`src/hw/rtl/sfe_pkg.sv`:
```
// Shared package for the stack frame engine: widths, request codes, micro-op
// encodings, the control-word type and the microcode ROM with its dispatch.
// No dependencies.
package sfe_pkg;

    // Address width of the byte memory; depth, t_addr and the step constants follow it.
    localparam int ADDR_BITS = 12;
    localparam int MEM_DEPTH = 1 << ADDR_BITS;
    localparam int DATA_W    = 16;
    localparam int BYTE_W    = 8;
    localparam int PTR_W     = 12;
    localparam int FIELD_W   = 12;
    localparam int UPC_W     = 6;
    localparam logic [ADDR_BITS-1:0] ONE_A     = ADDR_BITS'(1);
    localparam logic [ADDR_BITS-1:0] WORD_STEP = ADDR_BITS'(2);

    typedef logic [ADDR_BITS-1:0] t_addr;
    typedef logic [UPC_W-1:0]     t_upc;

    // Request codes as carried on the input channel.
    typedef enum logic [3:0] {
        REQ_PUSH8   = 4'd0,
        REQ_PUSH16  = 4'd1,
        REQ_POP8    = 4'd2,
        REQ_POP16   = 4'd3,
        REQ_RESERVE = 4'd4,
        REQ_RELEASE = 4'd5,
        REQ_ENTER   = 4'd6,
        REQ_LEAVE   = 4'd7,
        REQ_RD8     = 4'd8,
        REQ_RD16    = 4'd9,
        REQ_WR8     = 4'd10,
        REQ_WR16    = 4'd11,
        REQ_INC8    = 4'd12,
        REQ_INC16   = 4'd13,
        REQ_DEC8    = 4'd14,
        REQ_DEC16   = 4'd15
    } t_req;

    typedef enum logic {
        SEQ_IDLE = 1'b0,
        SEQ_RUN  = 1'b1
    } t_seq_state;

    // Micro-op fields of one control word.
    typedef enum logic [2:0] {
        SP_HOLD, SP_DEC1, SP_DEC2, SP_INC1, SP_INC2, SP_SUBV, SP_ADDV, SP_FROM_FP
    } t_sp_op;

    typedef enum logic [1:0] {
        FP_HOLD, FP_FROM_SP, FP_FROM_DATA
    } t_fp_op;

    typedef enum logic [2:0] {
        ADR_HOLD, ADR_SP, ADR_SPM1, ADR_SPM2, ADR_INC, ADR_FRAME
    } t_adr_op;

    typedef enum logic [1:0] {
        MEM_NONE, MEM_RD, MEM_WR_HI, MEM_WR_LO
    } t_mem_op;

    typedef enum logic [3:0] {
        DAT_HOLD, DAT_VAL, DAT_VAL8, DAT_FP, DAT_SP,
        DAT_LD8, DAT_LD_HI, DAT_LD_LO, DAT_ADJ8, DAT_ADJ16
    } t_dat_op;

    typedef enum logic [1:0] {
        BR_NEXT, BR_GOTO, BR_WORD
    } t_br;

    typedef struct packed {
        t_sp_op  sp;
        t_fp_op  fp;
        t_adr_op adr;
        t_mem_op mem;
        t_dat_op dat;
        t_br     br;
        logic    done;
        t_upc    target;
    } t_uword;

    // Microcode addresses: shared tails first, then the request entries; the four adjust requests share one.
    localparam t_upc UA_RD8_TAIL  = 6'd0;
    localparam t_upc UA_RDW_TAIL  = 6'd2;
    localparam t_upc UA_WRW_TAIL  = 6'd5;
    localparam t_upc UA_WRB_TAIL  = 6'd6;
    localparam t_upc UA_PUSH8     = 6'd7;
    localparam t_upc UA_PUSH16    = 6'd8;
    localparam t_upc UA_POP8      = 6'd9;
    localparam t_upc UA_POP16     = 6'd10;
    localparam t_upc UA_RESERVE   = 6'd11;
    localparam t_upc UA_SP_RESULT = 6'd12;
    localparam t_upc UA_RELEASE   = 6'd13;
    localparam t_upc UA_ENTER     = 6'd14;
    localparam t_upc UA_LEAVE     = 6'd18;
    localparam t_upc UA_RD8       = 6'd24;
    localparam t_upc UA_RD16      = 6'd25;
    localparam t_upc UA_WR8       = 6'd26;
    localparam t_upc UA_WR16      = 6'd27;
    localparam t_upc UA_ADJ       = 6'd28;
    localparam t_upc UA_ADJ_BYTE  = 6'd30;
    localparam t_upc UA_ADJ_WORD  = 6'd32;

    localparam t_uword UW_NOP = '{SP_HOLD, FP_HOLD, ADR_HOLD, MEM_NONE, DAT_HOLD,
                                  BR_NEXT, 1'b0, '0};

    function automatic t_uword mk(t_sp_op sp, t_fp_op fp, t_adr_op adr, t_mem_op mem,
                                  t_dat_op dat, t_br br, logic done, t_upc target);
        t_uword w;
        w.sp     = sp;
        w.fp     = fp;
        w.adr    = adr;
        w.mem    = mem;
        w.dat    = dat;
        w.br     = br;
        w.done   = done;
        w.target = target;
        return w;
    endfunction

    // Entry point of the program for each request.
    function automatic t_upc dispatch(t_req req);
        t_upc a;
        case (req)
            REQ_PUSH8:   a = UA_PUSH8;
            REQ_PUSH16:  a = UA_PUSH16;
            REQ_POP8:    a = UA_POP8;
            REQ_POP16:   a = UA_POP16;
            REQ_RESERVE: a = UA_RESERVE;
            REQ_RELEASE: a = UA_RELEASE;
            REQ_ENTER:   a = UA_ENTER;
            REQ_LEAVE:   a = UA_LEAVE;
            REQ_RD8:     a = UA_RD8;
            REQ_RD16:    a = UA_RD16;
            REQ_WR8:     a = UA_WR8;
            REQ_WR16:    a = UA_WR16;
            default:     a = UA_ADJ;
        endcase
        return a;
    endfunction

    // The microprogram. A memory read issued in one step delivers its byte
    // to the step that runs in the following cycle.
    function automatic t_uword ucode(t_upc upc);
        t_uword w;
        case (upc)
            // Byte read tail.
            6'd0:  w = mk(SP_HOLD, FP_HOLD, ADR_HOLD, MEM_RD, DAT_HOLD, BR_NEXT, 1'b0, '0);
            6'd1:  w = mk(SP_HOLD, FP_HOLD, ADR_HOLD, MEM_NONE, DAT_LD8, BR_NEXT, 1'b1, '0);
            // Word read tail: high byte at the address, low byte after it.
            6'd2:  w = mk(SP_HOLD, FP_HOLD, ADR_INC, MEM_RD, DAT_HOLD, BR_NEXT, 1'b0, '0);
            6'd3:  w = mk(SP_HOLD, FP_HOLD, ADR_HOLD, MEM_RD, DAT_LD_HI, BR_NEXT, 1'b0, '0);
            6'd4:  w = mk(SP_HOLD, FP_HOLD, ADR_HOLD, MEM_NONE, DAT_LD_LO, BR_NEXT, 1'b1, '0);
            // Word write tail, whose last step is also the byte write tail.
            6'd5:  w = mk(SP_HOLD, FP_HOLD, ADR_INC, MEM_WR_HI, DAT_HOLD, BR_NEXT, 1'b0, '0);
            6'd6:  w = mk(SP_HOLD, FP_HOLD, ADR_HOLD, MEM_WR_LO, DAT_HOLD, BR_NEXT, 1'b1, '0);
            // Push and pop.
            6'd7:  w = mk(SP_DEC1, FP_HOLD, ADR_SPM1, MEM_NONE, DAT_VAL8, BR_GOTO, 1'b0,
                          UA_WRB_TAIL);
            6'd8:  w = mk(SP_DEC2, FP_HOLD, ADR_SPM2, MEM_NONE, DAT_VAL, BR_GOTO, 1'b0,
                          UA_WRW_TAIL);
            6'd9:  w = mk(SP_INC1, FP_HOLD, ADR_SP, MEM_NONE, DAT_HOLD, BR_GOTO, 1'b0,
                          UA_RD8_TAIL);
            6'd10: w = mk(SP_INC2, FP_HOLD, ADR_SP, MEM_NONE, DAT_HOLD, BR_GOTO, 1'b0,
                          UA_RDW_TAIL);
            // Reserve and release report the new stack pointer.
            6'd11: w = mk(SP_SUBV, FP_HOLD, ADR_HOLD, MEM_NONE, DAT_HOLD, BR_NEXT, 1'b0, '0);
            6'd12: w = mk(SP_HOLD, FP_HOLD, ADR_HOLD, MEM_NONE, DAT_SP, BR_NEXT, 1'b1, '0);
            6'd13: w = mk(SP_ADDV, FP_HOLD, ADR_HOLD, MEM_NONE, DAT_HOLD, BR_GOTO, 1'b0,
                          UA_SP_RESULT);
            // Enter: push the frame pointer, take the stack pointer, reserve.
            6'd14: w = mk(SP_DEC2, FP_HOLD, ADR_SPM2, MEM_NONE, DAT_FP, BR_NEXT, 1'b0, '0);
            6'd15: w = mk(SP_HOLD, FP_HOLD, ADR_INC, MEM_WR_HI, DAT_HOLD, BR_NEXT, 1'b0, '0);
            6'd16: w = mk(SP_HOLD, FP_FROM_SP, ADR_HOLD, MEM_WR_LO, DAT_HOLD, BR_NEXT, 1'b0,
                          '0);
            6'd17: w = mk(SP_SUBV, FP_HOLD, ADR_HOLD, MEM_NONE, DAT_HOLD, BR_NEXT, 1'b1, '0);
            // Leave: drop to the frame, pop the saved frame pointer.
            6'd18: w = mk(SP_FROM_FP, FP_HOLD, ADR_HOLD, MEM_NONE, DAT_HOLD, BR_NEXT, 1'b0,
                          '0);
            6'd19: w = mk(SP_INC2, FP_HOLD, ADR_SP, MEM_NONE, DAT_HOLD, BR_NEXT, 1'b0, '0);
            6'd20: w = mk(SP_HOLD, FP_HOLD, ADR_INC, MEM_RD, DAT_HOLD, BR_NEXT, 1'b0, '0);
            6'd21: w = mk(SP_HOLD, FP_HOLD, ADR_HOLD, MEM_RD, DAT_LD_HI, BR_NEXT, 1'b0, '0);
            6'd22: w = mk(SP_HOLD, FP_HOLD, ADR_HOLD, MEM_NONE, DAT_LD_LO, BR_NEXT, 1'b0, '0);
            6'd23: w = mk(SP_HOLD, FP_FROM_DATA, ADR_HOLD, MEM_NONE, DAT_HOLD, BR_NEXT, 1'b1,
                          '0);
            // Frame-relative read and write.
            6'd24: w = mk(SP_HOLD, FP_HOLD, ADR_FRAME, MEM_NONE, DAT_HOLD, BR_GOTO, 1'b0,
                          UA_RD8_TAIL);
            6'd25: w = mk(SP_HOLD, FP_HOLD, ADR_FRAME, MEM_NONE, DAT_HOLD, BR_GOTO, 1'b0,
                          UA_RDW_TAIL);
            6'd26: w = mk(SP_HOLD, FP_HOLD, ADR_FRAME, MEM_NONE, DAT_VAL8, BR_GOTO, 1'b0,
                          UA_WRB_TAIL);
            6'd27: w = mk(SP_HOLD, FP_HOLD, ADR_FRAME, MEM_NONE, DAT_VAL, BR_GOTO, 1'b0,
                          UA_WRW_TAIL);
            // Increment and decrement: read, adjust, write back.
            6'd28: w = mk(SP_HOLD, FP_HOLD, ADR_FRAME, MEM_NONE, DAT_HOLD, BR_NEXT, 1'b0, '0);
            6'd29: w = mk(SP_HOLD, FP_HOLD, ADR_INC, MEM_RD, DAT_HOLD, BR_WORD, 1'b0,
                          UA_ADJ_WORD);
            6'd30: w = mk(SP_HOLD, FP_HOLD, ADR_FRAME, MEM_NONE, DAT_LD8, BR_NEXT, 1'b0, '0);
            6'd31: w = mk(SP_HOLD, FP_HOLD, ADR_HOLD, MEM_NONE, DAT_ADJ8, BR_GOTO, 1'b0,
                          UA_WRB_TAIL);
            6'd32: w = mk(SP_HOLD, FP_HOLD, ADR_HOLD, MEM_RD, DAT_LD_HI, BR_NEXT, 1'b0, '0);
            6'd33: w = mk(SP_HOLD, FP_HOLD, ADR_HOLD, MEM_NONE, DAT_LD_LO, BR_NEXT, 1'b0, '0);
            6'd34: w = mk(SP_HOLD, FP_HOLD, ADR_FRAME, MEM_NONE, DAT_ADJ16, BR_GOTO, 1'b0,
                          UA_WRW_TAIL);
            default: w = mk(SP_HOLD, FP_HOLD, ADR_HOLD, MEM_NONE, DAT_HOLD, BR_NEXT, 1'b1,
                            '0);
        endcase
        return w;
    endfunction

endpackage

```
`src/hw/rtl/sfe_seq.sv`:
```
// Microcode sequencer: step counter, dispatch and branch logic over the
// control ROM. Depends on sfe_pkg for the ROM, dispatch table and types.
module sfe_seq (
    input  logic            i_clk,
    input  logic            i_rst_n,
    input  logic            i_start,
    input  sfe_pkg::t_req   i_req,
    input  logic            i_word,
    input  logic            i_go,
    output logic            o_busy,
    output sfe_pkg::t_uword o_uw
);

    sfe_pkg::t_seq_state r_state, n_state;
    sfe_pkg::t_upc       r_upc, n_upc;
    sfe_pkg::t_uword     rom_w;

    assign rom_w = sfe_pkg::ucode(r_upc);

    // Next state and step counter.
    always_comb begin
        n_state = r_state;
        n_upc   = r_upc;
        case (r_state)
            sfe_pkg::SEQ_IDLE: begin
                if (i_start) begin
                    n_state = sfe_pkg::SEQ_RUN;
                    n_upc   = sfe_pkg::dispatch(i_req);
                end
            end
            sfe_pkg::SEQ_RUN: begin
                if (i_go) begin
                    if (rom_w.done) begin
                        n_state = sfe_pkg::SEQ_IDLE;
                    end else if (rom_w.br == sfe_pkg::BR_GOTO ||
                                 (rom_w.br == sfe_pkg::BR_WORD && i_word)) begin
                        n_upc = rom_w.target;
                    end else begin
                        n_upc = r_upc + 1'b1;
                    end
                end
            end
            default: begin
                n_state = sfe_pkg::SEQ_IDLE;
            end
        endcase
    end

    // Outputs: the control word only takes effect while a program runs.
    always_comb begin
        case (r_state)
            sfe_pkg::SEQ_RUN: begin
                o_busy = 1'b1;
                o_uw   = rom_w;
            end
            default: begin
                o_busy = 1'b0;
                o_uw   = sfe_pkg::UW_NOP;
            end
        endcase
    end

    always_ff @(posedge i_clk) begin
        if (!i_rst_n) begin
            r_state <= sfe_pkg::SEQ_IDLE;
            r_upc   <= '0;
        end else begin
            r_state <= n_state;
            r_upc   <= n_upc;
        end
    end

endmodule
```
`config.mk`:
```
export PLATFORM = sky130hd
export DESIGN_NAME = sfe_seq
export DESIGN_NICKNAME = d
export VERILOG_FILES = /design/src/hw/rtl/sfe_pkg.sv /design/src/hw/rtl/sfe_seq.sv
export SDC_FILE = /design/constraint.sdc
export NUM_CORES = 1
export LEC_CHECK = 0
export BUFFER_PORTS_ARGS = -buffer_cell sky130_fd_sc_hd__buf_2
export CORE_MARGIN = 1
export CORE_UTILIZATION = 41
export DETAILED_ROUTE_END_ITERATION = 8
export GPL_ROUTABILITY_DRIVEN = 0
export PLACE_DENSITY = 0.63
export REMOVE_ABC_BUFFERS = 1
export SLEW_MARGIN = 20
export SYNTH_ARGS = -nofsm -noshare
export SYNTH_HDL_FRONTEND = slang
export SYNTH_SLANG_ARGS = --single-unit
```
`constraint.sdc`:
```
create_clock -name i_clk -period 2.4 [get_ports i_clk]
set_clock_uncertainty 0.15 [all_clocks]
set_input_delay 0.12 -clock i_clk [delete_from_list [all_inputs] [get_ports i_clk]]
set_output_delay 0.12 -clock i_clk [all_outputs]
set_load 0.005 [all_outputs]
```
; Yosys cells after proc, flatten, opt, wreduce, memory -nomap -nowiden
; Memory sizes are Yosys's and may differ from the RTL's. A register that Yosys moved wholly into a read port is not among the register bits.
; Index checks and enable logic that the tools add are counted.
[word_totals]
n_memories = 2
out_inout_bits = 24
input_bits = 9
reg_bits = 7
latch_bits = 0
mem_bits_rw = 0
elab_cells = 27
romBits = 1488
[classes]
shifts = 0
n_eq_ne = 5
n_mux = 13
bitwise = 1
order_cmp = 0
mul = 0
n_reduce_logical = 3
n_div = 0
addsub = 1
[mem_list]
columns = memory, words, word_bits, read_ports, rd_clocked_by_memory_dff, write_ports, line
row1 = (name not given), 64, 22, 1, 1, 0, sfe_pkg.sv:146  ; case (upc)
row2 = (name not given), 16, 5, 1, 0, 0, sfe_pkg.sv:124  ; case (req)
[ops]
columns = op, count
row1 = 2-to-1 mux 6 bit, 6
row2 = 2-to-1 mux 23 bit, 1
row3 = one-hot mux 6 bit (2 select lines), 1
row4 = adder 6 x 1 -> 6 bit (second input constant), 1
row5 = inequality test 2 bit (second input constant), 3
row6 = 2-to-1 mux 1 bit, 4
row7 = AND reduction 3 bit, 1
row8 = == test 2 x 1 -> 1 bit (second input constant), 1
row9 = == test 2 bit (second input constant), 1
row10 = one-hot mux 1 bit (2 select lines), 1
row11 = logical AND 1 bit, 1
row12 = logical OR 1 bit, 1
row13 = inverter 1 bit, 1

; Longest topological paths before layout
[logic_depth]
depth_word = 9
depth_mapped = 13
depth_no_buf = 13

; Worst setup path after synthesis
; No wires, ideal clock.
[synth_path]
path_type = reg2reg
start = register rom_w[7] (netlist name)
end = register rom_w[7] (netlist name)
stages_incl_launch_ff = 8
path_buffers = 0
arrival_time_ns = 2.358
setup_ns = 0.135
setup_slack_ns = -0.243
synth_period_minus_slack_ns = 2.643
cell_sequence = dfxtp_1 > and3b_1 > or3_1 > a31oi_2 > inv_1 > ha_1 > and3_4 > or4_4
[synth_via]
elab_chain_cells = 9
word_cells_on_any_way = 10
classes_between = eq/ne: 2 / mux: 6 / reduce/logical: 2
[synth_lines]
columns = item, line
row1 = == test 2 bit, sfe_seq.sv:36  ; (rom_w.br == sfe_pkg::BR_WORD && i_word)) begin
row2 = logical AND 1 bit, sfe_seq.sv:36
row3 = logical OR 1 bit *, sfe_seq.sv:35  ; end else if (rom_w.br == sfe_pkg::BR_GOTO ||
row4 = 2-to-1 mux 6 bit *, sfe_seq.sv:35
row5 = 2-to-1 mux 6 bit *, sfe_seq.sv:33  ; if (rom_w.done) begin
row6 = 2-to-1 mux 6 bit *, sfe_seq.sv:32  ; if (i_go) begin
row7 = one-hot mux 6 bit (2 select lines) *, sfe_seq.sv:24  ; case (r_state)
row8 = 2-to-1 mux 6 bit (no source line) * (2 in a row), n/a
; Mark *: on every way between the ends. The rest lies on a longest branch, timed or not. The select of a mux whose other input is x is not followed.
; A chain may end at the register's enable or synchronous reset.

; Final worst setup path
[layout_path]
start = register r_upc[1]
end = register rom_w[9] (netlist name)
[layout_via]
elab_chain_cells = 7
[layout_lines]
columns = item, line
row1 = start: declaration, sfe_seq.sv:15  ; sfe_pkg::t_upc r_upc, n_upc;
row2 = start signal: assignment, sfe_seq.sv:69  ; r_upc <= n_upc;
row3 = adder 6 x 1 -> 6 bit, sfe_seq.sv:39  ; n_upc = r_upc + 1'b1;
row4 = 2-to-1 mux 6 bit, sfe_seq.sv:35
row5 = 2-to-1 mux 6 bit, sfe_seq.sv:33
row6 = 2-to-1 mux 6 bit, sfe_seq.sv:32
row7 = one-hot mux 6 bit (2 select lines), sfe_seq.sv:24
row8 = 2-to-1 mux 6 bit (no source line) * (2 in a row), n/a
; Marks and branches as above.

==> results.md <==
- Outcome: finished with violations
- Violations in the final reports: negative setup slack
- Sw Ratio: 0.365
- Layout cell share with drive strength beyond 1: 0.497
- Type of the setup path with the least slack: reg -> reg
- 1st-iter DRT viols: 283
- Portion of total power attributed to the clock network: 0.206
- Placement Setup Slack: -0.281 ns
- Met3 wire length: 915 µm
- Min Tclk post-route: 2.68 ns
- Internal Pwr Total: 1.19 mW
- Total met2 wirelength after detailed routing: 3810 µm
- Setup Viol. Count Final: 13
- Remaining DRCs: 0
- Number of global-route vias before repair: 2494
- Leakage power: 1.49 nW
- Total global routing track utilization: 0.297
- Largest fanout on the critical path: 6
- Total Routed Length: 8260 µm
- X dimension of the die: 74.0 µm
- YS warnings: 0
- CTS sink cnt: 28
- Count of antenna diodes in the layout: 0
- Total routed wire length on the met1 layer: 3140 µm
- Async S/R FF share, synth: 0
- Standard cell core area: 4850 µm²
- Count of distinct cell types in the synthesized netlist: 66
- Part of the Yosys area used for sequential elements: 0.264
- Worst-skew pair later-pin latency: 0.28 ns
- Crit path capture type: flip-flop
- Average cell area after synthesis: 7.98 µm²
- Number of vias per cell after detailed routing: 6.10
- Max-slew violation count: 0
- Post-DP HPWL: 5470 µm
- Hold Path Class: in -> reg
- Final-report hold violation count: 0
- Syn Std Cell Area: 2120 µm²
- Synthesized netlist cell count: 266
- Ratio of total power to cell area: 569 nW/µm²
- Max Freq: 0.373 GHz
- Wire length of the first global-routing pass: 12200 µm
- Sequential share of power: 0.297
- Remaining global-route overflow: 0
- Endpoint arrival time on the critical path: 2.68 ns
- TritonCTS clock tree: yes
- Area of the die: 5470 µm²
- Slack of the critical path: -0.282 ns
- Number of standard-cell rows in the floorplan: 25
- Fin util: 0.682
- Maximum number of pins on one net before global-route repair: 18
- Number of port buffers: 31
- RSZ-0062 raised after global routing: yes
- Final #Nets: 396
- NetSw: 687 µW
- Number of primary I/O pins: 33
- Vias after detailed routing: 2703
- Total clock buffers created by CTS: 3
- Clock edge transition at the registers on the reported setup and hold paths: 0.11 ns
- Number of fill cells in the layout: 373
- Starting utilization of the core area: 0.438
- Maximum capacitance violations: 0
- Worst-case vdd ir drop: 0.000378 V
- H-tree levels: 1
- Number of antenna violations at the first check in global routing: 0
- Post-detailed-route count of antenna-violating nets: 0
- Required time of the critical path: 2.40 ns
- Routed wire length per instance: 18.7 µm
- Number of synthesized flops with an enable pin: 0
- Main synth FF type: sky130_fd_sc_hd__dfxtp_1
- Area growth from synthesis to final layout: 55.7%
- Max layer used: met4
- Number of synthesized register bits: 28
- 1st-pass router iterations: 5
- Overall die height: 74.0 µm
- Maximum clock insertion buffer count: 2
- Clock Root Buffer: sky130_fd_sc_hd__clkbuf_8
- Category of the worst setup path launch point: flip-flop
- Fin crit share: 1.12
- Fraction of power consumed by combinational cells: 0.497
final timing paths:
| check | slack, ns | startpoint | cells after the start | to |
|---|---|---|---|---|
| setup / recovery | -0.28 | r_upc[1] | 11 | rom_w[9] |
| setup reg to reg | -0.28 | r_upc[1] | 11 | rom_w[9] |
| hold / removal | 0.04 | i_start | 3 | r_state |
| hold reg to reg | 0.50 | r_state | 2 | r_state |
routing by layer:
layer / GRT usage / vias to the layer above
met5: 0 / -
met4: 0.137 / 0
met3: 0.0352 / 58
met2: 0.500 / 226
met1: 0.379 / 1220
li1: - / 1199
power groups by stage:
stage | clock (mW) | combinational, mW | sequential (mW)
floorplan | 0 | 0.365 | 0.558
global placement | 0 | 0.733 | 0.561
detailed placement | 0 | 0.734 | 0.563
CTS | 0.383 | 0.795 | 0.554
global route | 0.405 | 0.978 | 0.562
finish | 0.387 | 0.936 | 0.558
metrics by stage:
| step | hold slack (ns) | setup TNS, ns | area [µm²] | instances | total power, mW |
|---|---|---|---|---|---|
| finish | 0.0420 | -1.77 | 3310 | 443 | 1.88 |
| global route | 0.0733 | -2.42 | 3310 | 443 | 1.95 |
| CTS | 0.0240 | -0.477 | 3090 | 439 | 1.73 |
| detailed placement | 0.222 | -2.92 | 2890 | 429 | 1.30 |
| global placement | 0.213 | -2.79 | 2890 | 429 | 1.29 |
| floorplan | 0.0594 | -6.94 | 2040 | 251 | 0.923 |
flip-flops by register name, indices dropped and copies added, names as in the netlist:
register and cells:
r_upc 6, rom_w 21, r_state 1
cells by family after synthesis:
| logic type | synth area share |
|---|---|
| and+or+nand+nor | 0.305 |
| AOI/OAI and AO/OA | 0.285 |
| DFF | 0.264 |
| buffers and inverters | 0.0566 |
| adders and majority gates | 0.0589 |
| muxes | 0.0247 |
| other | 0.00177 |
| xor gates and xnor gates | 0.00413 |
critical path: stages, from the launching register on:
cell and delay, ns:
sky130_fd_sc_hd__dfxtp_2 0.39, sky130_fd_sc_hd__ha_4 0.22, sky130_fd_sc_hd__o31ai_2 0.29, sky130_fd_sc_hd__o221ai_1 0.15
sky130_fd_sc_hd__o211ai_1 0.16, sky130_fd_sc_hd__inv_1 0.13, sky130_fd_sc_hd__buf_6 0.16, sky130_fd_sc_hd__ha_1 0.21
sky130_fd_sc_hd__buf_4 0.17, sky130_fd_sc_hd__and3_1 0.13, sky130_fd_sc_hd__o21ai_0 0.22, sky130_fd_sc_hd__o221ai_1 0.18
area by class of cell:
type / count / area [µm²] / area share
Clock inverter: 1 / 30.0 / 0.00908
Multi-Input combinational cell: 213 / 1660 / 0.502
Clock buffer: 3 / 41.3 / 0.0125
Inverter: 10 / 38.8 / 0.0117
Tap cell: 67 / 83.8 / 0.0254
Timing Repair Buffer: 121 / 881 / 0.266
Sequential cell: 28 / 571 / 0.173
synthesized netlist by cell type (2+ instances only):
cell	count	area share
sky130_fd_sc_hd__a211o_1	5	0.021
sky130_fd_sc_hd__a21oi_1	20	0.047
sky130_fd_sc_hd__a221o_1	2	0.0094
sky130_fd_sc_hd__a22oi_1	3	0.011
sky130_fd_sc_hd__a31oi_1	4	0.012
sky130_fd_sc_hd__and2_1	24	0.071
sky130_fd_sc_hd__and3_1	5	0.015
sky130_fd_sc_hd__and3b_1	2	0.0083
sky130_fd_sc_hd__buf_2	2	0.0047
sky130_fd_sc_hd__buf_4	2	0.0071
sky130_fd_sc_hd__buf_6	2	0.011
sky130_fd_sc_hd__clkbuf_1	9	0.016
sky130_fd_sc_hd__dfxtp_1	28	0.26
sky130_fd_sc_hd__ha_1	10	0.059
sky130_fd_sc_hd__inv_1	8	0.014
sky130_fd_sc_hd__mux2_2	2	0.011
sky130_fd_sc_hd__mux2i_1	3	0.014
sky130_fd_sc_hd__nand2_1	26	0.046
sky130_fd_sc_hd__nand2b_1	3	0.0088
sky130_fd_sc_hd__nand3_1	11	0.026
sky130_fd_sc_hd__nand3b_1	3	0.011
sky130_fd_sc_hd__nand4_1	2	0.0059
sky130_fd_sc_hd__nor2_1	14	0.025
sky130_fd_sc_hd__nor2_2	2	0.0059
sky130_fd_sc_hd__nor2b_1	4	0.012
sky130_fd_sc_hd__nor3_1	4	0.0094
sky130_fd_sc_hd__o211ai_1	3	0.011
sky130_fd_sc_hd__o21ai_0	16	0.038
sky130_fd_sc_hd__o221ai_1	6	0.025
sky130_fd_sc_hd__o22ai_1	2	0.0059
sky130_fd_sc_hd__o31ai_1	2	0.0071
sky130_fd_sc_hd__o32a_1	2	0.0094
sky130_fd_sc_hd__o41ai_1	2	0.0083
what timing repair did:
item	4_1_cts	5_1_grt
endpoints found under the setup margin	19	20
gates resized for setup	27	42
hold buffers	1	0
buffers inserted	5	5
pin swaps	5	18
endpoints found under the hold margin	1	0
layout by cell type, fill, tap and decap left out, types with 3 or more instances in the layout:
| cell | count |
|---|---|
| sky130_fd_sc_hd__clkbuf_8 | 3 |
| sky130_fd_sc_hd__ha_1 | 4 |
| sky130_fd_sc_hd__a21oi_1 | 13 |
| sky130_fd_sc_hd__nand3b_1 | 3 |
| sky130_fd_sc_hd__and3_1 | 3 |
| sky130_fd_sc_hd__and2_1 | 23 |
| sky130_fd_sc_hd__inv_1 | 6 |
| sky130_fd_sc_hd__nor3_1 | 3 |
| sky130_fd_sc_hd__buf_2 | 31 |
| sky130_fd_sc_hd__nor2_1 | 13 |
| sky130_fd_sc_hd__nand2b_1 | 3 |
| sky130_fd_sc_hd__dfxtp_1 | 22 |
| sky130_fd_sc_hd__a21oi_2 | 6 |
| sky130_fd_sc_hd__buf_4 | 81 |
| sky130_fd_sc_hd__mux2i_1 | 3 |
| sky130_fd_sc_hd__and3_4 | 3 |
| sky130_fd_sc_hd__o21ai_1 | 5 |
| sky130_fd_sc_hd__nor2b_1 | 3 |
| sky130_fd_sc_hd__o21ai_0 | 8 |
| sky130_fd_sc_hd__ha_4 | 4 |
| sky130_fd_sc_hd__nand2_1 | 24 |
| sky130_fd_sc_hd__a211o_1 | 5 |
| sky130_fd_sc_hd__nand3_1 | 10 |
| sky130_fd_sc_hd__dfxtp_2 | 5 |
| sky130_fd_sc_hd__inv_2 | 3 |
| sky130_fd_sc_hd__a31oi_1 | 4 |
| sky130_fd_sc_hd__buf_6 | 6 |
| sky130_fd_sc_hd__o211ai_1 | 3 |
| sky130_fd_sc_hd__o221ai_1 | 5 |
| sky130_fd_sc_hd__o21ai_2 | 4 |
No activity file was read; power rests on OpenSTA's default activity.
